**src/rtl/core/cssq_pkg.sv**
```systemverilog
// Package for the cos^2 series core: widths, constants, command types.
`default_nettype none

package cssq_pkg;

    // Field widths
    localparam int XW        = 24;  // argument, Q2.21
    localparam int TOLW      = 29;  // tolerance register, Q0.32
    localparam int CSW       = 32;  // result, Q2.29
    localparam int TUW       = 6;   // terms_used field

    // Datapath widths
    localparam int LW        = 24;  // multiplier limb
    localparam int PW        = 2 * LW;       // limb product
    localparam int MW        = 2 * LW;       // term magnitude, Q.40 (< 2^48 for |x| < 4)
    localparam int AW        = 4 * LW;       // full term product
    localparam int FRAC_BITS = 40;
    localparam int DW        = 55;           // dividend bits taken from the product
    localparam int DCW       = $clog2(DW);
    localparam int SW        = 53;           // signed sum, Q.40
    localparam int RND_BITS  = 11;           // Q.40 -> Q2.29
    localparam int QW        = SW - RND_BITS;
    localparam int TOL_SHIFT = 8;            // Q0.32 -> Q.40

    localparam logic [TOLW-1:0]      TOL_RESET = 29'd42950;
    localparam logic signed [SW-1:0] SUM_ONE   =
        {{(SW - FRAC_BITS - 1){1'b0}}, 1'b1, {FRAC_BITS{1'b0}}};
    localparam logic signed [SW-1:0] RND_HALF  =
        {{(SW - RND_BITS){1'b0}}, 1'b1, {(RND_BITS - 1){1'b0}}};
    localparam logic signed [CSW-1:0] CS_MAX   = {1'b0, {(CSW - 1){1'b1}}};
    localparam logic signed [CSW-1:0] CS_MIN   = {1'b1, {(CSW - 1){1'b0}}};

    // Operand select of the shared limb multiplier
    typedef enum logic [2:0] {
        MUL_IDLE,
        MUL_XX,
        MUL_PP0,
        MUL_PP1,
        MUL_PP2,
        MUL_PP3
    } mul_sel_t;

    // Accumulator operation on the registered limb product
    typedef enum logic [1:0] {
        ACC_HOLD,
        ACC_LOAD,
        ACC_ADD_MID,
        ACC_ADD_HIGH
    } acc_op_t;

    // Controller to datapath commands
    typedef struct packed {
        logic     start;
        mul_sel_t mul_sel;
        acc_op_t  acc_op;
        logic     x2_load;
        logic     sum_upd;
        logic     div_load;
        logic     div_step;
        logic     m_load;
        logic     out_load;
        logic     out_nc;
    } cssq_cmd_t;

endpackage

`default_nettype wire

```
**src/rtl/core/cssq_datapath.sv**
```systemverilog
// Datapath: shared limb multiplier, product accumulator, serial divider, sum and output.
`default_nettype none

module cssq_datapath
    import cssq_pkg::*;
#(
    parameter int MAX_TERMS = 32
)
(
    input  wire logic                   clk,
    input  wire logic                   rst_n,
    input  wire logic                   cfg_we,
    input  wire logic [TOLW-1:0]        cfg_wdata,
    input  wire logic signed [XW-1:0]   x,
    input  wire cssq_cmd_t              cmd,
    input  wire logic [$clog2(MAX_TERMS+1)-1:0] term_cnt,
    output logic                        term_small,
    output logic signed [CSW-1:0]       cos_sq,
    output logic [TUW-1:0]              terms_used,
    output logic                        not_converged
);

    localparam int NW  = $clog2(MAX_TERMS + 1);
    localparam int DVW = 2 * (NW + 1);   // divisor (2n)(2n-1)

    logic [TOLW-1:0]        tol_reg;
    logic [XW-1:0]          absx_reg;
    logic [PW-1:0]          prod_reg;
    logic [MW-1:0]          m_reg;
    logic [MW-1:0]          f_reg;
    logic [AW-1:0]          acc_reg;
    logic [DVW-1:0]         dvs_reg;
    logic [DVW-1:0]         rem_reg;
    logic [DW-1:0]          quo_reg;
    logic signed [SW-1:0]   sum_reg;
    logic signed [CSW-1:0]  cos_sq_reg;
    logic [TUW-1:0]         terms_reg;
    logic                   nc_reg;

    logic [XW-1:0]          x_abs;
    logic [LW-1:0]          mul_a;
    logic [LW-1:0]          mul_b;
    logic [PW-1:0]          prod;
    logic [NW:0]            two_n;
    logic [NW:0]            two_n_m1;
    logic [DVW:0]           trial;
    logic [DVW:0]           trial_diff;
    logic signed [SW-1:0]   term_s;
    logic signed [SW-1:0]   sum_rnd;
    logic signed [QW-1:0]   q;
    logic signed [CSW-1:0]  sat;

    // Configuration register
    always_ff @(posedge clk or negedge rst_n)
    begin
        if (!rst_n)
        begin
            tol_reg <= TOL_RESET;
        end
        else if (cfg_we)
        begin
            tol_reg <= cfg_wdata;
        end
    end

    // Magnitude of the argument; -4.0 maps to 2^23, which still fits
    assign x_abs = x[XW-1] ? unsigned'(-x) : unsigned'(x);

    // Limb operand select
    always_comb
    begin
        case (cmd.mul_sel)
            MUL_XX:
            begin
                mul_a = absx_reg;
                mul_b = absx_reg;
            end
            MUL_PP0:
            begin
                mul_a = m_reg[LW-1:0];
                mul_b = f_reg[LW-1:0];
            end
            MUL_PP1:
            begin
                mul_a = m_reg[LW-1:0];
                mul_b = f_reg[MW-1:LW];
            end
            MUL_PP2:
            begin
                mul_a = m_reg[MW-1:LW];
                mul_b = f_reg[LW-1:0];
            end
            MUL_PP3:
            begin
                mul_a = m_reg[MW-1:LW];
                mul_b = f_reg[MW-1:LW];
            end
            default:
            begin
                mul_a = '0;
                mul_b = '0;
            end
        endcase
    end

    assign prod = mul_a * mul_b;

    // Divisor (2n)(2n-1) for the current term number
    assign two_n    = {term_cnt, 1'b0};
    assign two_n_m1 = two_n - 1'b1;

    // One restoring division step
    assign trial      = {rem_reg, quo_reg[DW-1]};
    assign trial_diff = trial - {1'b0, dvs_reg};

    // Signed term for the sum
    assign term_s = signed'(SW'(m_reg));

    // Datapath registers
    always_ff @(posedge clk)
    begin
        prod_reg <= prod;
        dvs_reg  <= DVW'(two_n) * DVW'(two_n_m1);

        if (cmd.start)
        begin
            absx_reg <= x_abs;
            sum_reg  <= SUM_ONE;
        end

        // x^2 is exact Q6.42; drop two bits for Q.40, keep 4x^2 as well
        if (cmd.x2_load)
        begin
            m_reg <= MW'(prod_reg >> 2);
            f_reg <= {prod_reg[PW-1:2], 2'b00};
        end
        else if (cmd.m_load)
        begin
            m_reg <= quo_reg[MW-1:0];
        end

        // Odd terms subtract, even terms add back
        if (cmd.sum_upd)
        begin
            if (term_cnt[0])
            begin
                sum_reg <= sum_reg - term_s;
            end
            else
            begin
                sum_reg <= sum_reg + term_s;
            end
        end

        case (cmd.acc_op)
            ACC_LOAD:     acc_reg <= AW'(prod_reg);
            ACC_ADD_MID:  acc_reg <= acc_reg + (AW'(prod_reg) << LW);
            ACC_ADD_HIGH: acc_reg <= acc_reg + (AW'(prod_reg) << (2 * LW));
            default:      acc_reg <= acc_reg;
        endcase

        // Product truncated to Q.40 becomes the dividend
        if (cmd.div_load)
        begin
            quo_reg <= acc_reg[FRAC_BITS +: DW];
            rem_reg <= '0;
        end
        else if (cmd.div_step)
        begin
            if (!trial_diff[DVW])
            begin
                rem_reg <= trial_diff[DVW-1:0];
                quo_reg <= {quo_reg[DW-2:0], 1'b1};
            end
            else
            begin
                rem_reg <= trial[DVW-1:0];
                quo_reg <= {quo_reg[DW-2:0], 1'b0};
            end
        end

        if (cmd.out_load)
        begin
            cos_sq_reg <= sat;
            terms_reg  <= TUW'(term_cnt);
            nc_reg     <= cmd.out_nc;
        end
    end

    // Convergence test against tolerance moved to Q.40
    assign term_small = (m_reg <= MW'({tol_reg, {TOL_SHIFT{1'b0}}}));

    // Round half up to Q2.29, then saturate
    assign sum_rnd = sum_reg + RND_HALF;
    assign q       = sum_rnd[SW-1:RND_BITS];

    always_comb
    begin
        if ((&q[QW-1:CSW-1]) || !(|q[QW-1:CSW-1]))
        begin
            sat = q[CSW-1:0];
        end
        else if (q[QW-1])
        begin
            sat = CS_MIN;
        end
        else
        begin
            sat = CS_MAX;
        end
    end

    assign cos_sq        = cos_sq_reg;
    assign terms_used    = terms_reg;
    assign not_converged = nc_reg;

endmodule

`default_nettype wire

```
**src/rtl/core/cssq_ctrl.sv**
```systemverilog
// Controller: sequences squaring, term products, division and output handoff.
`default_nettype none

module cssq_ctrl
    import cssq_pkg::*;
#(
    parameter int MAX_TERMS = 32
)
(
    input  wire logic                   clk,
    input  wire logic                   rst_n,
    input  wire logic                   in_valid,
    output logic                        in_ready,
    output logic                        out_valid,
    input  wire logic                   out_ready,
    input  wire logic                   term_small,
    output cssq_cmd_t                   cmd,
    output logic [$clog2(MAX_TERMS+1)-1:0] term_cnt
);

    localparam int NW = $clog2(MAX_TERMS + 1);

    typedef enum logic [3:0] {
        S_IDLE,
        S_SQ,
        S_SQW,
        S_ADD,
        S_MUL,
        S_DLOAD,
        S_DIV,
        S_MNEXT,
        S_FIN
    } state_t;

    state_t           state_reg, state_next;
    logic [NW-1:0]    n_reg, n_next;
    logic             nc_reg, nc_next;
    logic [2:0]       k_reg, k_next;
    logic [DCW-1:0]   dcnt_reg, dcnt_next;
    logic             out_valid_reg, out_valid_next;

    // Next state and commands
    always_comb
    begin
        state_next = state_reg;
        n_next     = n_reg;
        nc_next    = nc_reg;
        k_next     = k_reg;
        dcnt_next  = dcnt_reg;
        cmd        = '0;
        out_valid_next = out_valid_reg & ~out_ready;

        case (state_reg)
            S_IDLE:
            begin
                if (in_valid)
                begin
                    cmd.start  = 1'b1;
                    n_next     = NW'(1);
                    nc_next    = 1'b0;
                    state_next = S_SQ;
                end
            end
            S_SQ:
            begin
                cmd.mul_sel = MUL_XX;
                state_next  = S_SQW;
            end
            S_SQW:
            begin
                cmd.x2_load = 1'b1;
                state_next  = S_ADD;
            end
            S_ADD:
            begin
                cmd.sum_upd = 1'b1;
                if (term_small)
                begin
                    state_next = S_FIN;
                end
                else if (n_reg >= NW'(MAX_TERMS))
                begin
                    nc_next    = 1'b1;
                    state_next = S_FIN;
                end
                else
                begin
                    n_next     = n_reg + 1'b1;
                    k_next     = '0;
                    state_next = S_MUL;
                end
            end
            // Four limb products, each accumulated in the cycle after its issue
            S_MUL:
            begin
                k_next = k_reg + 1'b1;
                case (k_reg)
                    3'd0:
                    begin
                        cmd.mul_sel = MUL_PP0;
                    end
                    3'd1:
                    begin
                        cmd.mul_sel = MUL_PP1;
                        cmd.acc_op  = ACC_LOAD;
                    end
                    3'd2:
                    begin
                        cmd.mul_sel = MUL_PP2;
                        cmd.acc_op  = ACC_ADD_MID;
                    end
                    3'd3:
                    begin
                        cmd.mul_sel = MUL_PP3;
                        cmd.acc_op  = ACC_ADD_MID;
                    end
                    default:
                    begin
                        cmd.acc_op = ACC_ADD_HIGH;
                        state_next = S_DLOAD;
                    end
                endcase
            end
            S_DLOAD:
            begin
                cmd.div_load = 1'b1;
                dcnt_next    = '0;
                state_next   = S_DIV;
            end
            S_DIV:
            begin
                cmd.div_step = 1'b1;
                if (dcnt_reg == DCW'(DW - 1))
                begin
                    state_next = S_MNEXT;
                end
                else
                begin
                    dcnt_next = dcnt_reg + 1'b1;
                end
            end
            S_MNEXT:
            begin
                cmd.m_load = 1'b1;
                state_next = S_ADD;
            end
            S_FIN:
            begin
                cmd.out_nc = nc_reg;
                if (!out_valid_reg || out_ready)
                begin
                    cmd.out_load   = 1'b1;
                    out_valid_next = 1'b1;
                    state_next     = S_IDLE;
                end
            end
            default:
            begin
                state_next = S_IDLE;
            end
        endcase
    end

    // State and registered outputs
    always_ff @(posedge clk or negedge rst_n)
    begin
        if (!rst_n)
        begin
            state_reg     <= S_IDLE;
            n_reg         <= '0;
            nc_reg        <= 1'b0;
            k_reg         <= '0;
            dcnt_reg      <= '0;
            out_valid_reg <= 1'b0;
        end
        else
        begin
            state_reg     <= state_next;
            n_reg         <= n_next;
            nc_reg        <= nc_next;
            k_reg         <= k_next;
            dcnt_reg      <= dcnt_next;
            out_valid_reg <= out_valid_next;
        end
    end

    assign in_ready  = (state_reg == S_IDLE);
    assign out_valid = out_valid_reg;
    assign term_cnt  = n_reg;

endmodule

`default_nettype wire

```
**src/rtl/core/cos_squared_series_core.sv**
```systemverilog
// Top level of the cos^2(x) power series core.
// Usage:
//   Input channel in_valid/in_ready carries one item: x, signed Q2.21.
//   Output channel out_valid/out_ready returns one item per input: cos_sq
//   (Q2.29, rounded, saturated), terms_used and not_converged.
//   cfg_we/cfg_wdata write the 29-bit tolerance (Q0.32); write only when idle.
// Terms: T = terms used, 1 to MAX_TERMS. Each term after the first needs four
//   24x24 limb products on the one shared multiplier plus a restoring divide of
//   the 55-bit dividend by (2n)(2n-1); the divide dominates.
// Throughput: one item in flight; the next item is taken once the result
//   has moved into the output register.
// Stall: a result waits in the output register while out_ready is low;
//   the next item is computed meanwhile and holds until that register frees.
// Reset: rst_n clears control and output valid; tolerance returns to 42950.
`default_nettype none

module cos_squared_series_core
    import cssq_pkg::*;
#(
    parameter int MAX_TERMS = 32
)
(
    input  wire logic                   clk,
    input  wire logic                   rst_n,
    input  wire logic                   cfg_we,
    input  wire logic [TOLW-1:0]        cfg_wdata,
    input  wire logic                   in_valid,
    output logic                        in_ready,
    input  wire logic signed [XW-1:0]   x,
    output logic                        out_valid,
    input  wire logic                   out_ready,
    output logic signed [CSW-1:0]       cos_sq,
    output logic [TUW-1:0]              terms_used,
    output logic                        not_converged
);

    localparam int NW = $clog2(MAX_TERMS + 1);

    cssq_cmd_t       cmd;
    logic [NW-1:0]   term_cnt;
    logic            term_small;

    cssq_ctrl #(
        .MAX_TERMS (MAX_TERMS)
    ) u_ctrl (
        .clk        (clk),
        .rst_n      (rst_n),
        .in_valid   (in_valid),
        .in_ready   (in_ready),
        .out_valid  (out_valid),
        .out_ready  (out_ready),
        .term_small (term_small),
        .cmd        (cmd),
        .term_cnt   (term_cnt)
    );

    cssq_datapath #(
        .MAX_TERMS (MAX_TERMS)
    ) u_datapath (
        .clk           (clk),
        .rst_n         (rst_n),
        .cfg_we        (cfg_we),
        .cfg_wdata     (cfg_wdata),
        .x             (x),
        .cmd           (cmd),
        .term_cnt      (term_cnt),
        .term_small    (term_small),
        .cos_sq        (cos_sq),
        .terms_used    (terms_used),
        .not_converged (not_converged)
    );

endmodule

`default_nettype wire

```
**config.mk**
```make
export PLATFORM = sky130hd
export DESIGN_NAME = cos_squared_series_core
export DESIGN_NICKNAME = d
export VERILOG_FILES = /design/src/rtl/core/cssq_pkg.sv /design/src/rtl/core/cssq_datapath.sv /design/src/rtl/core/cssq_ctrl.sv /design/src/rtl/core/cos_squared_series_core.sv
export SDC_FILE = /design/constraint.sdc
export NUM_CORES = 2
export LEC_CHECK = 0
export BUFFER_PORTS_ARGS = -buffer_cell sky130_fd_sc_hd__buf_2
export CELL_PAD_IN_SITES_DETAIL_PLACEMENT = 0
export CELL_PAD_IN_SITES_GLOBAL_PLACEMENT = 2
export CORE_MARGIN = 3
export CORE_UTILIZATION = 46
export CTS_BUF_LIST = sky130_fd_sc_hd__clkbuf_8
export CTS_CLUSTER_SIZE = 40
export DETAILED_ROUTE_END_ITERATION = 10
export GPL_TIMING_DRIVEN = 1
export PLACE_DENSITY = 0.87
export SLEW_MARGIN = 20
export SYNTH_ARGS = -nofsm -noshare
export SYNTH_HDL_FRONTEND = slang
export SYNTH_HIERARCHICAL = 1
export SYNTH_SLANG_ARGS = --single-unit
export TNS_END_PERCENT = 30
```
**constraint.sdc**
```tcl
create_clock -name clk -period 15.8 [get_ports clk]
set_clock_uncertainty 0.2 [all_clocks]
set_input_delay 3.16 -clock clk [delete_from_list [all_inputs] [get_ports clk]]
set_output_delay 3.16 -clock clk [all_outputs]
set_load 0.01 [all_outputs]
```
==> impl_results.md <==
- Tcrit/Tclk final: 0.6741
- Vias after detailed routing: 39.78k
- Max reg flops: 71
- # rows: 120
- Met2 GRT Util: 0.4705
- Peak supply drop: about 0.11 mV
- Buf/Inv on CP: 7
- CTS Hold Bufs: 0
- Comb pwr share: 0.624
- Met3 usage: 0.04386
- Synth warn: 6
- CTS root buffer: clkbuf_8
- FMAX: around 94 MHz
- Max Slew Vio Count: 0
- TritonCTS clock tree: yes
- Vias in the first global route: 39.64k
- Clk network pwr share: 0.117
- Starting density of the core: 0.4651
- Setup repair bufs after CTS: 0
- Pre-CTS WS: 5.195 ns
- Routability cong.: 0.9532
- Internal power: between 4000 and 5000 uW
- Ys flop type: edfxtp_1
- Initial DRC count: 3,455
- CP Capture Type: register
- H-tree Lvls: 3
- EDFF count, synth: 334
- Detailed Routing Iterations Pass 1: 8
- Drt total wl: 164,900 um
- Final setup violation count: 0
- DP Area: 51,870 um2
- Max Cap Viol: 0
- Slew HR: 0.1969
- Worst slew pin tran: 1.202 ns
- Post-synthesis register bit count: 461
- Clk buf depth: 3
- Final setup margin: 5.149 ns
- Io pins: 99
- Grt ovf: 0
- Initial antenna violation count: 13
- Post-DP HPWL: around 130,000 um
- Final Core Density: 0.4990
- Final min period: 10.65 ns
- Reg clk slew, reported paths: 0.06 ns
- Clk Latency, worst-skew pair: 0.74 ns
- Num CTS Buffers: 85
- Critical path's top delay family: adder cells
- Slowest cell on crit path: a21o_1
- Fraction of layout cells with a size suffix above 1: 0.08861
- WL/cell: between 20 and 25 um
- Cells after Synth: 5,418
- Critical path class: reg2reg
- # fillers: 10.16k
- Die X-Extent: 335.5 um
- RSZ-0062 raised after global routing: no
- CTS resizes: 0
- Worst EP required: 16.26 ns
- Syn_nets: 6,387
- Leakage power figure: 0.02443 uW
- Sequential share of power: 0.259
- Core Box Area: 107,400 um2
- Top Usage Layer GRT: met2
- Worst min-delay path class: reg2reg
- Switch share: 0.5134
- Post-DRT Antenna Nets: 0
- Hold Fails Final Rpt: 0
- Worst hold slack: between 0.2 and 0.3 ns
- Status: finished clean
- Port bufs: 98
- CP Data Arrival Time: between 10 and 15 ns
- Die Y: 335.5 um
- Setup TNS: 0 ns
- Met1 Track Usage GR: 0.3976
- Clock Sinks: 461
- Switching power total: 5049 uW
- Number of remaining DRC errors: 0
- Post-synth ARST share: 0.1085
- Cell Pwr Density: about 180 nW/um2
- First-pass GRT wire length: 247,600 um
- Global Route Usage Sum: 0.2940
- Slowest Stage Delay on Critical Path: 0.93 ns
- Post-Syn Area: 49,930 um2
- Final nets: 6,407
- Area growth syn-to-layout: 7.272%
- Register area share after synthesis: 0.2570
- Syn Area/Cell: 9.216 um2
- Post-route design area: around 54,000 um2
- Critical path's most frequent cell: fa_1
- Full die area: 112,500 um2
- CP Max Fanout: 48
- Critical Path Start Type: register
- Largest net degree at the start of global routing: a little under 90
- DR vias/cell: about 5.8
- Post-synth cell types: 103
cell usage after synthesis, types with 9 or more instances:
master / instances / share of area
ha_1: 406 / 0.10
and3_1: 47 / 0.0059
o31ai_1: 17 / 0.0026
dfstp_2: 9 / 0.0047
o21a_1: 40 / 0.0060
inv_1: 744 / 0.056
and2_1: 35 / 0.0044
o21bai_1: 38 / 0.0057
a211oi_1: 33 / 0.0050
or3_1: 17 / 0.0021
a31oi_1: 31 / 0.0039
xor2_1: 119 / 0.021
o211ai_1: 18 / 0.0027
nand4_1: 53 / 0.0066
nand3_1: 77 / 0.0077
nand2b_1: 52 / 0.0065
a22o_1: 68 / 0.012
nand2_1: 575 / 0.043
mux2_2: 107 / 0.024
o21ai_1: 28 / 0.0028
nor2b_1: 40 / 0.0050
and4_1: 9 / 0.0016
nor4_1: 18 / 0.0023
dfrtp_1: 41 / 0.021
xnor2_1: 194 / 0.034
a21o_1: 158 / 0.024
nor3_1: 64 / 0.0064
or2_2: 14 / 0.0018
buf_1: 16 / 0.0012
edfxtp_1: 334 / 0.20
nor3b_1: 11 / 0.0017
dfxtp_1: 77 / 0.031
nor2_1: 506 / 0.038
o21ai_0: 190 / 0.019
clkbuf_1: 207 / 0.016
fa_1: 505 / 0.20
a21oi_1: 307 / 0.031
mux2i_1: 46 / 0.0092
through the flow:
stage               power, uW  instances
finish                   9834       6916
global route            10600       6911
CTS                      9820       6910
detailed placement       8621       6754
global placement         8587       6754
floorplan                6656       5418
logic make-up (layout without fill, tap and decap cells):
kind of cell | count (synthesis) | count (layout) | synth area share
mux | 153 | 153 | 0.03335
compound gates | 1028 | 1028 | 0.1325
fa+ha+maj | 911 | 911 | 0.3042
xor+xnor | 313 | 313 | 0.05490
buf+inv | 985 | 1074 | 0.07522
simple gates | 1567 | 1567 | 0.1428
flops | 461 | 461 | 0.2570
other cells | 0 | 6 | 0
placed cells by master, fill, tap and decap left out, types with 158 or more instances in the layout:
master and count:
a21oi_1 303, inv_1 767, edfxtp_1 334, fa_1 505
ha_1 403, nand2_1 575, a21o_1 158, xnor2_1 193
nor2_1 503, o21ai_0 184
layer usage:
layer | up-vias | routed length, um
met5 | - | 47
met3 | 333 | 12140
met4 | 6 | 7869
met2 | 1438 | 75280
met1 | 19790 | 69530
li1 | 18216 | -
worst register-to-register path: cells and delay by family, from the launching register on:
family                   cells  cell delay, ns
AO/OA/AOI/OAI                8            2.93
XOR/XNOR                     1            0.17
adder cells (fa/ha/maj)      8            4.08
buffers and inverters        7            1.03
flip-flops                   1            0.51
AND/OR/NAND/NOR              6            1.65
path summary, 6_finish.rpt:
check,start,to,slack [ns],depth (start not counted)
min in group asynchronous,rst_n,u_datapath/tol_reg[11],2.35,2
max in group asynchronous,rst_n,u_ctrl/term_cnt[0],12.57,2
hold reg to reg,u_datapath/rem_reg[2],u_datapath/rem_reg[2],0.29,2
setup reg to reg,u_ctrl/state_reg[1],u_datapath/prod_reg[45],5.15,30
hold / removal,u_datapath/rem_reg[2],u_datapath/rem_reg[2],0.29,2
setup / recovery,u_ctrl/state_reg[1],u_datapath/prod_reg[45],5.15,30
layout make-up:
class / instances / area (um2) / share of cell area
Antenna cell: 6 / 15.01 / 0.0002803
Clock buffer: 96 / 1321 / 0.02467
Clock inverter: 60 / 336.6 / 0.006284
Inverter: 746 / 2801 / 0.05230
Multi-Input combinational cell: 3972 / 33450 / 0.6245
Sequential cell: 461 / 12830 / 0.2396
Tap cell: 1403 / 1755 / 0.03277
Timing Repair Buffer: 172 / 1050 / 0.01960
power groups by stage:
stage	logic (uW)	registers, uW	clock network, uW
2_1_floorplan	4500	2160	0
3_3_place_gp	6050	2540	0
3_5_place_dp	6070	2550	0
4_1_cts	6110	2530	1180
5_1_grt	6800	2570	1230
6_report	6140	2550	1150
(Power assumes the default switching activity.)
